File: src/ttb_pkg.sv
// ----------------------------------------------------------------------------
// ttb_pkg
// Types, constants and fixed-point helpers of the tangent basis block.
// ----------------------------------------------------------------------------
package ttb_pkg;

    // Fraction bits of the signed fixed-point format.
    localparam int FRAC_BITS = 16;

    // Depth of the triangle queue between front and back.
    localparam int QDEPTH  = 2;
    localparam int QPTR_W  = (QDEPTH > 1) ? $clog2(QDEPTH) : 1;
    localparam int QCNT_W  = $clog2(QDEPTH + 1);

    localparam logic signed [63:0] MAX32 = 64'sd2147483647;
    localparam logic signed [63:0] MIN32 = -64'sd2147483648;
    localparam logic signed [31:0] ONE_Q = 32'sd1 <<< FRAC_BITS;

    // One vertex; index 0 of each vector is x (or u).
    typedef struct packed {
        logic [2:0][31:0] nrm;
        logic [1:0][31:0] uv;
        logic [2:0][31:0] pos;
    } vertex_t;

    // One triangle; index 0 is the first vertex.
    typedef vertex_t [2:0] tri_t;

    // One result.
    typedef struct packed {
        logic             last;
        logic             deg;
        logic [2:0][31:0] bitan;
        logic [2:0][31:0] tan;
    } res_t;

    // Clamp to the signed 32-bit range.
    function automatic logic signed [31:0] sat32(input logic signed [63:0] x);
        logic signed [31:0] r;
        if (x > MAX32)
            r = 32'(MAX32);
        else if (x < MIN32)
            r = 32'(MIN32);
        else
            r = 32'(x);
        return r;
    endfunction

    // Saturating difference of two 32-bit values.
    function automatic logic signed [31:0] sub_sat(input logic signed [31:0] a,
                                                   input logic signed [31:0] b);
        logic signed [63:0] d;
        d = 64'(a) - 64'(b);
        return sat32(d);
    endfunction

endpackage

File: src/ttb_front.sv
// ----------------------------------------------------------------------------
// ttb_front
// Groups incoming vertices into triangles and queues whole triangles.
// ----------------------------------------------------------------------------
module ttb_front (
    input  logic           clk,
    input  logic           rst_n,
    input  logic           in_valid,
    output logic           in_ready,
    input  ttb_pkg::vertex_t in_vtx,
    output logic           q_valid,
    output ttb_pkg::tri_t  q_tri,
    input  logic           q_pop
);
    import ttb_pkg::*;

    logic [1:0]        slot_reg;
    vertex_t           held0_reg;
    vertex_t           held1_reg;
    tri_t              mem [QDEPTH];
    logic [QPTR_W-1:0] wr_ptr_reg;
    logic [QPTR_W-1:0] rd_ptr_reg;
    logic [QCNT_W-1:0] cnt_reg;
    logic              accept;
    logic              push;
    logic              pop;

    // The first two vertices always fit; the third needs a free queue entry.
    assign in_ready = (slot_reg != 2'd2) || (cnt_reg != QCNT_W'(QDEPTH));
    assign accept   = in_valid && in_ready;
    assign push     = accept && (slot_reg == 2'd2);
    assign q_valid  = (cnt_reg != '0);
    assign pop      = q_pop && q_valid;
    assign q_tri    = mem[rd_ptr_reg];

    // Vertex slot and queue pointers.
    always_ff @(posedge clk or negedge rst_n)
    begin
        if (!rst_n)
        begin
            slot_reg   <= '0;
            wr_ptr_reg <= '0;
            rd_ptr_reg <= '0;
            cnt_reg    <= '0;
        end
        else
        begin
            if (accept)
                slot_reg <= (slot_reg == 2'd2) ? 2'd0 : slot_reg + 2'd1;
            if (push)
                wr_ptr_reg <= (wr_ptr_reg == QPTR_W'(QDEPTH - 1)) ? '0 : wr_ptr_reg + 1'b1;
            if (pop)
                rd_ptr_reg <= (rd_ptr_reg == QPTR_W'(QDEPTH - 1)) ? '0 : rd_ptr_reg + 1'b1;
            if (push && !pop)
                cnt_reg <= cnt_reg + 1'b1;
            else if (pop && !push)
                cnt_reg <= cnt_reg - 1'b1;
        end
    end

    // Held vertices and queue storage.
    always_ff @(posedge clk)
    begin
        if (accept && slot_reg == 2'd0)
            held0_reg <= in_vtx;
        if (accept && slot_reg == 2'd1)
            held1_reg <= in_vtx;
        if (push)
            mem[wr_ptr_reg] <= {in_vtx, held1_reg, held0_reg};
    end

endmodule

File: config.mk
export PLATFORM = sky130hd
export DESIGN_NAME = ttb_front
export DESIGN_NICKNAME = d
export VERILOG_FILES = /design/src/ttb_pkg.sv /design/src/ttb_front.sv
export SDC_FILE = /design/constraint.sdc
export NUM_CORES = 1
export LEC_CHECK = 0
export BUFFER_PORTS_ARGS = -buffer_cell sky130_fd_sc_hd__buf_2
export CORE_ASPECT_RATIO = 0.5
export CORE_UTILIZATION = 40
export CTS_BUF_LIST = sky130_fd_sc_hd__clkbuf_2 sky130_fd_sc_hd__clkbuf_4 sky130_fd_sc_hd__clkbuf_8
export DETAILED_ROUTE_END_ITERATION = 12
export SYNTH_ARGS = -nofsm -noshare
export SYNTH_HDL_FRONTEND = slang
export SYNTH_SLANG_ARGS = --single-unit
File: constraint.sdc
create_clock -name clk -period 33.8 [get_ports clk]
set_clock_uncertainty 0.15 [all_clocks]
set_input_delay 10.14 -clock clk [delete_from_list [all_inputs] [get_ports clk]]
set_output_delay 10.14 -clock clk [all_outputs]
set_load 0.005 [all_outputs]
# Word-level counts from Yosys, hierarchy flattened
# Memory sizes are Yosys's and may differ from the RTL's.
# Cells that the tools add are included.
totals:
  ram_bits: 1536
  in_bits: 260
  rom_bits: 0
  ff_bits: 518
  latch_bits: 0
  n_memories: 1
op_classes:
  n_reduce_logical: 13
  div_mod_pow: 0
  n_eq_ne: 4
  add_sub_neg: 5
  n_bitwise: 0
  n_mul: 0
  n_mux: 7
  shifts: 0
  magnitude_cmp: 0
memory_table:
  columns: ["name", "words", "word_bits", "read_ports", "rd_clocked_by_memory_dff", "write_ports", "line", "rtl"]
  rows:
  - ["mem", 2, 768, 1, 0, 1, "ttb_front.sv:20", "tri_t mem [QDEPTH];"]
ops:
  columns: ["op", "n"]
  rows:
  - ["$logic_and 1x1->1", 7]
  - ["$mux 2", 3]
  - ["$add 2x1->2 const B", 2]
  - ["$mux 1", 4]
  - ["$ne 2x2->1 const B", 2]
  - ["$reduce_bool 2->1", 2]
  - ["$add 1x1->1 const B", 2]
  - ["$eq 2x1->1 const B", 1]
  - ["$eq 2x2->1 const B", 1]
  - ["$logic_not 1->1", 2]
  - ["$logic_not 2->1", 1]
  - ["$sub 2x1->2 const B", 1]
  - ["$logic_or 1x1->1", 1]

# Longest topological paths before layout
# Gate-level depths: netlist of run 1.
depth:
  word_depth: 8
  mapped_depth: 7
  depth_no_buf: 7

# Worst setup path after synthesis of run 1
# No wires, ideal clock.
synth_timing:
  path_kind: "input -> register"
  startpoint: "input port in_valid"
  endpoint: "memory mem[0][0] (netlist name) (enable)"
  setup_ns: 1.925
  setup_slack_ns: -10.307
  t_arrival_ns: 42.032
  stages: 2
  cell_sequence: "nand3_1 > nor2_1"
synth_between:
  elab_chain_len: 4
synth_lines:
  columns: ["item", "line", "rtl"]
  rows:
  - ["start: declaration", "ttb_front.sv:8", "input logic in_valid,"]
  - ["$logic_and 1x1->1", "ttb_front.sv:30", "assign accept = in_valid && in_ready;"]
  - ["$logic_and 1x1->1", "ttb_front.sv:31", "assign push = accept && (slot_reg == 2'd2);"]
  - ["$mux 1", "ttb_front.sv:68", "if (push)"]
  - ["$mux 1 (implied by the code)", "ttb_front.sv:69", "mem[wr_ptr_reg] <= {in_vtx, held1_reg, held0_reg};"]
  - ["end: declaration", "ttb_front.sv:20", null]
# Every way passes these cells.

==> results.txt, run 1 <==
The run finished with clean final reports. The worst-case setup margin in the final layout is 18.10 ns. Combinational logic burns 23.8% of the power. During I/O placement, the number of pins put on the boundary was 1,030. The register with the most flip-flops in the layout has 1,536 of them.

The total congestion overflow came out at 0. The number of global-route vias before repair is 34,299. The setup path with the least slack is of type flop to output pin. The final critical delay including setup and external delays is 15.70 ns. After technology mapping, the gate count stands at 2,932.

The critical path starts at rd_ptr_reg. Setup repair after global routing left no endpoint under its margin. Of all cell types, the one taking the most synthesized area is sky130_fd_sc_hd__edfxtp_1. The DRC violations left came out at 0. The net total in the final layout is 4,473.

STA classifies the critical path endpoint as an output pin. For the pin with the worst max-slew slack, the measured transition is 1.35 ns. The total of hold buffers inserted after clock tree synthesis is 0. The first global-routing pass estimated 241 mm of wire. The congestion estimate from routability-driven global placement came to 0.816.

The worst-case vdd ir drop came out at 56.0 uV. The number of cell rows came out at 110. The non-filler instance count after layout came out at 6,845. The count of clock tree sinks is 2,054. The sequential cell area came out at 61,700 sq um. The worst-case headroom to the max-slew limit is 10.2%. The switching power as a share of total power is 27.8%. Clock tree synthesis selected as its root buffer the cell sky130_fd_sc_hd__clkbuf_8.

The startpoint identified for the worst hold timing path is held1_reg[67]. Summed over all layers, the routed wires come to 174 mm. The most common cell after layout, fill and taps aside is sky130_fd_sc_hd__edfxtp_1. Dividing the detail-routed wire length by the instance count gives 25.4 um. The power share of the sequential group came out at 48.2%.

For this run, the top clock speed supported by timing is 63.7 MHz. The starting DRC count in detailed routing came out at 2,409. The multi-input logic area came out at 10,700 sq um. The largest stage delay on the critical path is 1.06 ns. The level count of the clock H-tree came out at 5.

The area enclosed by the die boundary came out at 185,000 sq um. The clock latency of the later-clocked register in the worst-skew pair is 0.88 ns. The required time reported for the critical path endpoint is 23.51 ns. In this run the critical register-to-register path is captured at mem[0][187]. The number of antenna violations at the first check in global routing came out at 48. The synthesized netlist net count is 3,193. The die boundary width is 607 um.

The number of slew-limit violations in the final report came to 0. The core area is 181,000 sq um. The HPWL after detailed placement came out at 114 mm.

The average instance area after synthesis came out at 24.9 sq um. The largest fanout on the critical path is 148. In this run the register-to-register setup slack is 27.74 ns.

The signal on the critical path passes through buf_12 > buf_4 > buf_4 > mux2_2 > buf_2. The register area share after synthesis is 84.3%. The worst slack at placement is 17.96 ns.

The number of vias per cell after detailed routing came out at 4.80. The number of unique standard cell types used by synthesis came out at 21. The final count of hold timing violations came out at 0. The number of setup buffers added after CTS is 0. The cell area reported after detailed placement is 80,900 sq um.

The total iterations of the first detailed-routing run is 5. Setup total negative slack on the finished layout was measured at 0 ns. The total non-filler cell area in the finished layout came out at 86,500 sq um. The number of setup violations in the final report came out at 0. The fraction of final layout cells sized beyond drive strength 1 came out at 51.9%.

The cell with the most instances on the worst path is sky130_fd_sc_hd__buf_4. The aggregate global-route resource usage is 18.3%. The worst setup path is launched from a flop.

The internal power summed over all cells is 4.95 mW. After clock tree synthesis, the clock-pin slew on the worst setup and hold paths is 0.07 ns. The number of I/O port buffers is 1,029.

The number of instances in the placed design is 6,322. The period utilization came out at 46.5%. The post-detailed-route count of antenna-violating nets is 0.

The path class of the tightest hold or removal check is flop to flop. The start of the worst register-to-register path is slot_reg[1]. In this run, CTS created clock tree buffers numbering 296.

The number of gates resized after CTS is 0. The cell area power density is 79.2 nW/um^2. The cell depth of the worst flop-to-flop path came out at 8. The die is 304 um tall. The total number of yosys warnings came out at 0. The slowest stage of the critical path belongs to the cell sky130_fd_sc_hd__buf_4. Max-cap violations in this run came to 0. Fill cells in the final layout number 14,934.

The area of the mapped netlist came out at 73,100 sq um. The total net switching power came out at 1.91 mW. By area the synthesized netlist is led by sky130_fd_sc_hd__edfxtp_1 (84%), sky130_fd_sc_hd__mux2_4 (10%), sky130_fd_sc_hd__mux2_2 (4.1%), sky130_fd_sc_hd__buf_6 (0.86%), sky130_fd_sc_hd__dfrtp_1 (0.21%). The top cell type's share of synthesized area is 84.1%.

Entering global routing, the biggest net connects 166 pins. For the worst setup path, the data arrival time is 5.41 ns. The clock passes through at most 4 buffers. The top cell types in the final layout, fill and taps aside, are sky130_fd_sc_hd__edfxtp_1 (2,048), sky130_fd_sc_hd__buf_2 (1,029), sky130_fd_sc_hd__mux2_4 (500), sky130_fd_sc_hd__clkbuf_8 (303), sky130_fd_sc_hd__mux2_2 (268). The CTS tree is yes. Counting flops and latches in the post-synthesis netlist gives 2,054.

Summing over every cut layer, the via total after detailed routing is 32,877. The static leakage came out at 31.1 nW. The clock power share came out at 28.0%.

Once the floorplan was initialized, standard cells occupied 40.5% of the core. Following the worst setup path forward leads to its endpoint at q_tri[187]. The layout-stage area growth over the synthesis result came out at 18.4%.
[area by class of cell]
class / count / share of cell area [%]
Timing Repair Buffer: 1068 / 6.36
Inverter: 3 / 0.0130
Clock inverter: 104 / 0.830
Tap cell: 2408 / 3.48
Multi-Input combinational cell: 789 / 12.4
Sequential cell: 2054 / 71.3
Antenna cell: 22 / 0.0636
Clock buffer: 397 / 5.64
[cell usage after synthesis]
master,number
sky130_fd_sc_hd__edfxtp_1,2048
sky130_fd_sc_hd__mux2_4,500
sky130_fd_sc_hd__mux2_2,268
sky130_fd_sc_hd__buf_6,56
sky130_fd_sc_hd__buf_2,29
sky130_fd_sc_hd__dfrtp_1,6
sky130_fd_sc_hd__nor2_1,4
sky130_fd_sc_hd__inv_1,3
sky130_fd_sc_hd__xnor2_1,3
sky130_fd_sc_hd__a21o_1,2
sky130_fd_sc_hd__nand2_1,2
sky130_fd_sc_hd__xor2_1,2
sky130_fd_sc_hd__buf_4,1
sky130_fd_sc_hd__ha_1,1
sky130_fd_sc_hd__nand2b_1,1
sky130_fd_sc_hd__nand3_1,1
sky130_fd_sc_hd__nand3b_1,1
sky130_fd_sc_hd__nor2b_1,1
sky130_fd_sc_hd__nor3_1,1
sky130_fd_sc_hd__o21ai_0,1
sky130_fd_sc_hd__or2_2,1
[critical path: cells and delay by family, from the launching register on]
kind / cells / cell delay [ns]
flops: 1 / 0.84
buf+inv: 4 / 2.84
mux: 1 / 0.46
[through the flow]
stage               hold slack [ns]  total power [mW]  util, %
global route                  0.278              7.11     47.9
global placement              0.272              5.00     44.8
finish                        0.271              6.85     47.9
CTS                           0.260              6.96     47.8
floorplan                     0.271              4.62        -
detailed placement            0.279              5.03     44.8
[routing by layer]
| metal | up-vias | track usage [%] | part of all wire, % |
|---|---|---|---|
| li1 | 14389 | - | - |
| met1 | 17206 | 18.8 | 34 |
| met2 | 866 | 34.5 | 56 |
| met3 | 414 | 3.13 | 3.5 |
| met4 | 2 | 10.7 | 5.8 |
| met5 | - | 0 | 0.0063 |
[power by group through the flow]
stage,registers (mW),clock network [mW],logic (mW)
after global routing,3.33,2.08,1.70
after global placement,3.34,0,1.66
after floorplan,3.64,0,0.986
after detailed placement,3.36,0,1.66
final,3.31,1.92,1.63
after CTS,3.31,1.98,1.67
[how the worst min path moves through the flow]
| stage | to | slack, ns | cells past startpoint |
|---|---|---|---|
| final | mem[0][323] | 0.27 | 0 |
| after global routing | mem[1][389] | 0.28 | 0 |
| after CTS | mem[1][294] | 0.26 | 0 |
| after detailed placement | mem[0][169] | 0.28 | 0 |
| after global placement | mem[1][479] | 0.27 | 0 |
| after floorplan | mem[0][0] | 0.27 | 0 |
[logic make-up (layout without fill, tap and decap cells)]
group	count (synthesis)	in the layout	synth area share, %
AND/OR/NAND/NOR	12	12	0.0804
other	0	22	0
buffers and inverters	89	1572	1.09
AO/OA/AOI/OAI	3	3	0.0274
XOR/XNOR	5	5	0.0599
multiplexers	768	768	14.4
flip-flops	2054	2054	84.3
adder cells (fa/ha/maj)	1	1	0.0171
Note: power is estimated with default switching activity, not from simulation.
==> inputs of run 2 (changes only) <==
clock period = 15.5 ns   (was 33.8 ns; I/O delays follow)
==> results.txt, run 2 (synthesis results as in run 1) <==
The number of vias per cell after detailed routing is 4.81 (was 4.80). The count of vias placed by the detailed router came out at 32,935 (was 32,877). The clock transition time at the flip-flop clock pins of the worst setup and hold paths is 0.07 ns (about the same). The number of antenna violations at the first check in global routing came to 52 (was 48).

The critical-path cell with the highest stage delay is sky130_fd_sc_hd__dfrtp_4 (was sky130_fd_sc_hd__buf_4). The number of I/O port buffers was 1,029 (unchanged). The effective utilization at floorplan was 40.5% (unchanged). The number of setup violations in the final report is 0 (unchanged). The worst-case setup margin in the final layout is 6.42 ns (was 18.10 ns). Ordered list of cells on the worst path: buf_4 > buf_4 > mux2_2 > buf_2 (was buf_12 > buf_4 > buf_4 > mux2_2 > buf_2). The sequential cell area is 61,700 sq um (unchanged). The number of gates resized after CTS is 0 (unchanged). The flip-flop count of the largest register, all copies and words added came out at 1,536 (unchanged).

The total non-filler cell area in the finished layout is 86,600 sq um (was 86,500 sq um). The first-pass GRT wire length came to 242 mm (was 241 mm). The number of slew-limit violations in the final report is 0 (unchanged). The level count of the clock H-tree is 5 (unchanged). The height of the chip is 304 um (unchanged).

The HPWL after detailed placement is 115 mm (was 114 mm). Setup repair after global routing missed its margin: false (unchanged). The routed design could run at a clock period as short as 9.08 ns. The post-detailed-route count of antenna-violating nets came out at 0 (unchanged).

Leading cell types in the layout, fill and taps excluded: sky130_fd_sc_hd__edfxtp_1 (2,048), sky130_fd_sc_hd__buf_2 (1,029), sky130_fd_sc_hd__mux2_4 (500), sky130_fd_sc_hd__clkbuf_8 (305), sky130_fd_sc_hd__mux2_2 (268) (was sky130_fd_sc_hd__edfxtp_1 (2,048), sky130_fd_sc_hd__buf_2 (1,029), sky130_fd_sc_hd__mux2_4 (500), sky130_fd_sc_hd__clkbuf_8 (303), sky130_fd_sc_hd__mux2_2 (268)). The start-to-end type of the worst setup path is flop to output pin (unchanged). The clock root buffer master is sky130_fd_sc_hd__clkbuf_8 (unchanged). The setup TNS after final layout is 0 ns (unchanged).

The largest fanout on the critical path is 59 (was 148). The number of global-route vias before repair was 34,331 (was 34,299). The type of the worst min-delay path is flop to flop (unchanged). The number of clock buffers inserted by TritonCTS is 297 (was 296).

The maximum buffer depth of the clock tree was 4 (unchanged). The static leakage came out at 31.2 nW (was 31.1 nW). The net total in the final layout is 4,472 (was 4,473). The multi-input logic area came to 10,700 sq um (about the same). The largest stage delay on the critical path is 0.95 ns (was 1.06 ns). The starting DRC count in detailed routing is 2,192 (was 2,409). The total iterations of the first detailed-routing run came out at 7 (was 5). The final count of hold timing violations came out at 0 (unchanged). The data arrival at the endpoint of the critical path was 4.28 ns (was 5.41 ns). The number of setup buffers added after CTS came out at 0 (unchanged). The count of clock tree sinks was 2,054 (unchanged). The total of hold buffers inserted after clock tree synthesis came out at 0 (unchanged).

The capturing element type of the critical path is an output pin (unchanged). The cell area reported after detailed placement came out at 80,900 sq um (about the same). The non-filler instance count after layout came out at 6,846 (was 6,845). The core area came out at 181,000 sq um (unchanged).

The slew at the pin closest to its max-slew limit came out at 1.28 ns (was 1.35 ns). The number of filler instances in the final layout is 14,934 (unchanged). The number of cell rows is 110 (unchanged). The final worst hold slack came to 0.270 ns (was 0.271 ns). The most common cell after layout, fill and taps aside is sky130_fd_sc_hd__edfxtp_1 (unchanged). The cell with the most instances on the worst path is sky130_fd_sc_hd__buf_4 (unchanged). The startpoint kind of the worst setup timing path is a flop (unchanged). The number of instances in the placed design came out at 6,320 (was 6,322). The required time reported for the critical path endpoint is 10.70 ns (was 23.51 ns). The die boundary width came out at 607 um (unchanged). The worst-case vdd ir drop came out at 137 uV (was 56.0 uV). The maximum operating frequency came out at 110 MHz. The area enclosed by the die boundary was 185,000 sq um (unchanged). The aggregate global-route resource usage is 18.4% (was 18.3%). The pin count of the biggest net entering global routing came to 160 (was 166). The cell area power density is 173 nW/um^2 (was 79.2 nW/um^2).

The number of primary I/O pins is 1,030 (unchanged). The worst-case headroom to the max-slew limit came out at 14.4% (was 10.2%). The fraction of final layout cells sized beyond drive strength 1 was 51.9% (about the same).

The total congestion overflow came out at 0 (unchanged). The weighted congestion reported at the end of routability-driven placement is 0.845 (was 0.816). The worst slack at placement is 7.11 ns (was 17.96 ns).

The total length of routed wires is 175 mm (was 174 mm). The DRC violations left is 0 (unchanged). The CTS tree is yes (unchanged). The number of maximum-capacitance constraint violations is 0 (unchanged). The clock latency of the later-clocked register in the worst-skew pair is 0.88 ns (about the same). The period utilization is 58.6%. The layout-stage area growth over the synthesis result is 18.4% (about the same).

Run status: finished, final reports clean (unchanged). The average wire length per cell after detail routing is 25.5 um (was 25.4 um).
-- run 2: cell types whose count changed in the layout (fill, tap and decap cells not counted), moves of 2 or more --
cell	previous run	this run
sky130_fd_sc_hd__clkbuf_8	303	305
sky130_fd_sc_hd__clkinvlp_4	11	8
sky130_fd_sc_hd__clkbuf_4	94	101
sky130_fd_sc_hd__buf_12	5	8
sky130_fd_sc_hd__diode_2	22	14
sky130_fd_sc_hd__bufinv_16	8	6
sky130_fd_sc_hd__clkinv_1	53	58
sky130_fd_sc_hd__buf_4	34	29
sky130_fd_sc_hd__inv_6	4	9
-- run 2: worst max-delay path, delay by kind of cell (launching register included) --
kind     cells  cell delay (ns)
flops        1             0.95
buf+inv      3             1.85
mux          1             0.44
-- run 2: worst paths after layout --
check / depth (start not counted) / startpoint / slack [ns] / end
setup / recovery: 4 / rd_ptr_reg / 6.42 / q_tri[91]
hold / removal: 0 / held1_reg[65] / 0.27 / mem[1][321]
setup reg to reg: 6 / slot_reg[1] / 11.18 / mem[1][415]
hold reg to reg: 0 / held1_reg[65] / 0.27 / mem[1][321]
max in group asynchronous: 1 / rst_n / 11.61 / rd_ptr_reg
min in group asynchronous: 1 / rst_n / 3.43 / rd_ptr_reg
-- run 2: layout make-up --
class                   count  area share (%)
well taps                2408            3.48
flip-flops and latches   2054            71.2
inverters                   3          0.0130
clock inverters           106           0.769
clock buffers             406            5.72
repair buffers           1066            6.39
diodes                     14          0.0405
multi-input cells         789            12.4
-- run 2: where the power goes --
group | internal, mW | switching [mW]
Sequential | 6.99 | 0.230
Clock | 2.18 | 2.02
Combinational | 1.62 | 1.90
-- run 2: per-stage QoR --
stage	total power, mW	utilization (%)
2_1_floorplan	9.66	-
6_report	14.9	47.9
4_1_cts	15.2	47.9
3_3_place_gp	10.9	44.8
3_5_place_dp	10.9	44.8
5_1_grt	15.5	47.9
-- run 2: layer usage --
metal | global-route usage [%] | wire length (um) | vias up
li1 | - | - | 14390
met3 | 2.89 | 5390 | 423
met4 | 10.1 | 9800 | 4
met5 | 0 | 23 | -
met1 | 18.4 | 59200 | 17278
met2 | 35.8 | 100000 | 840
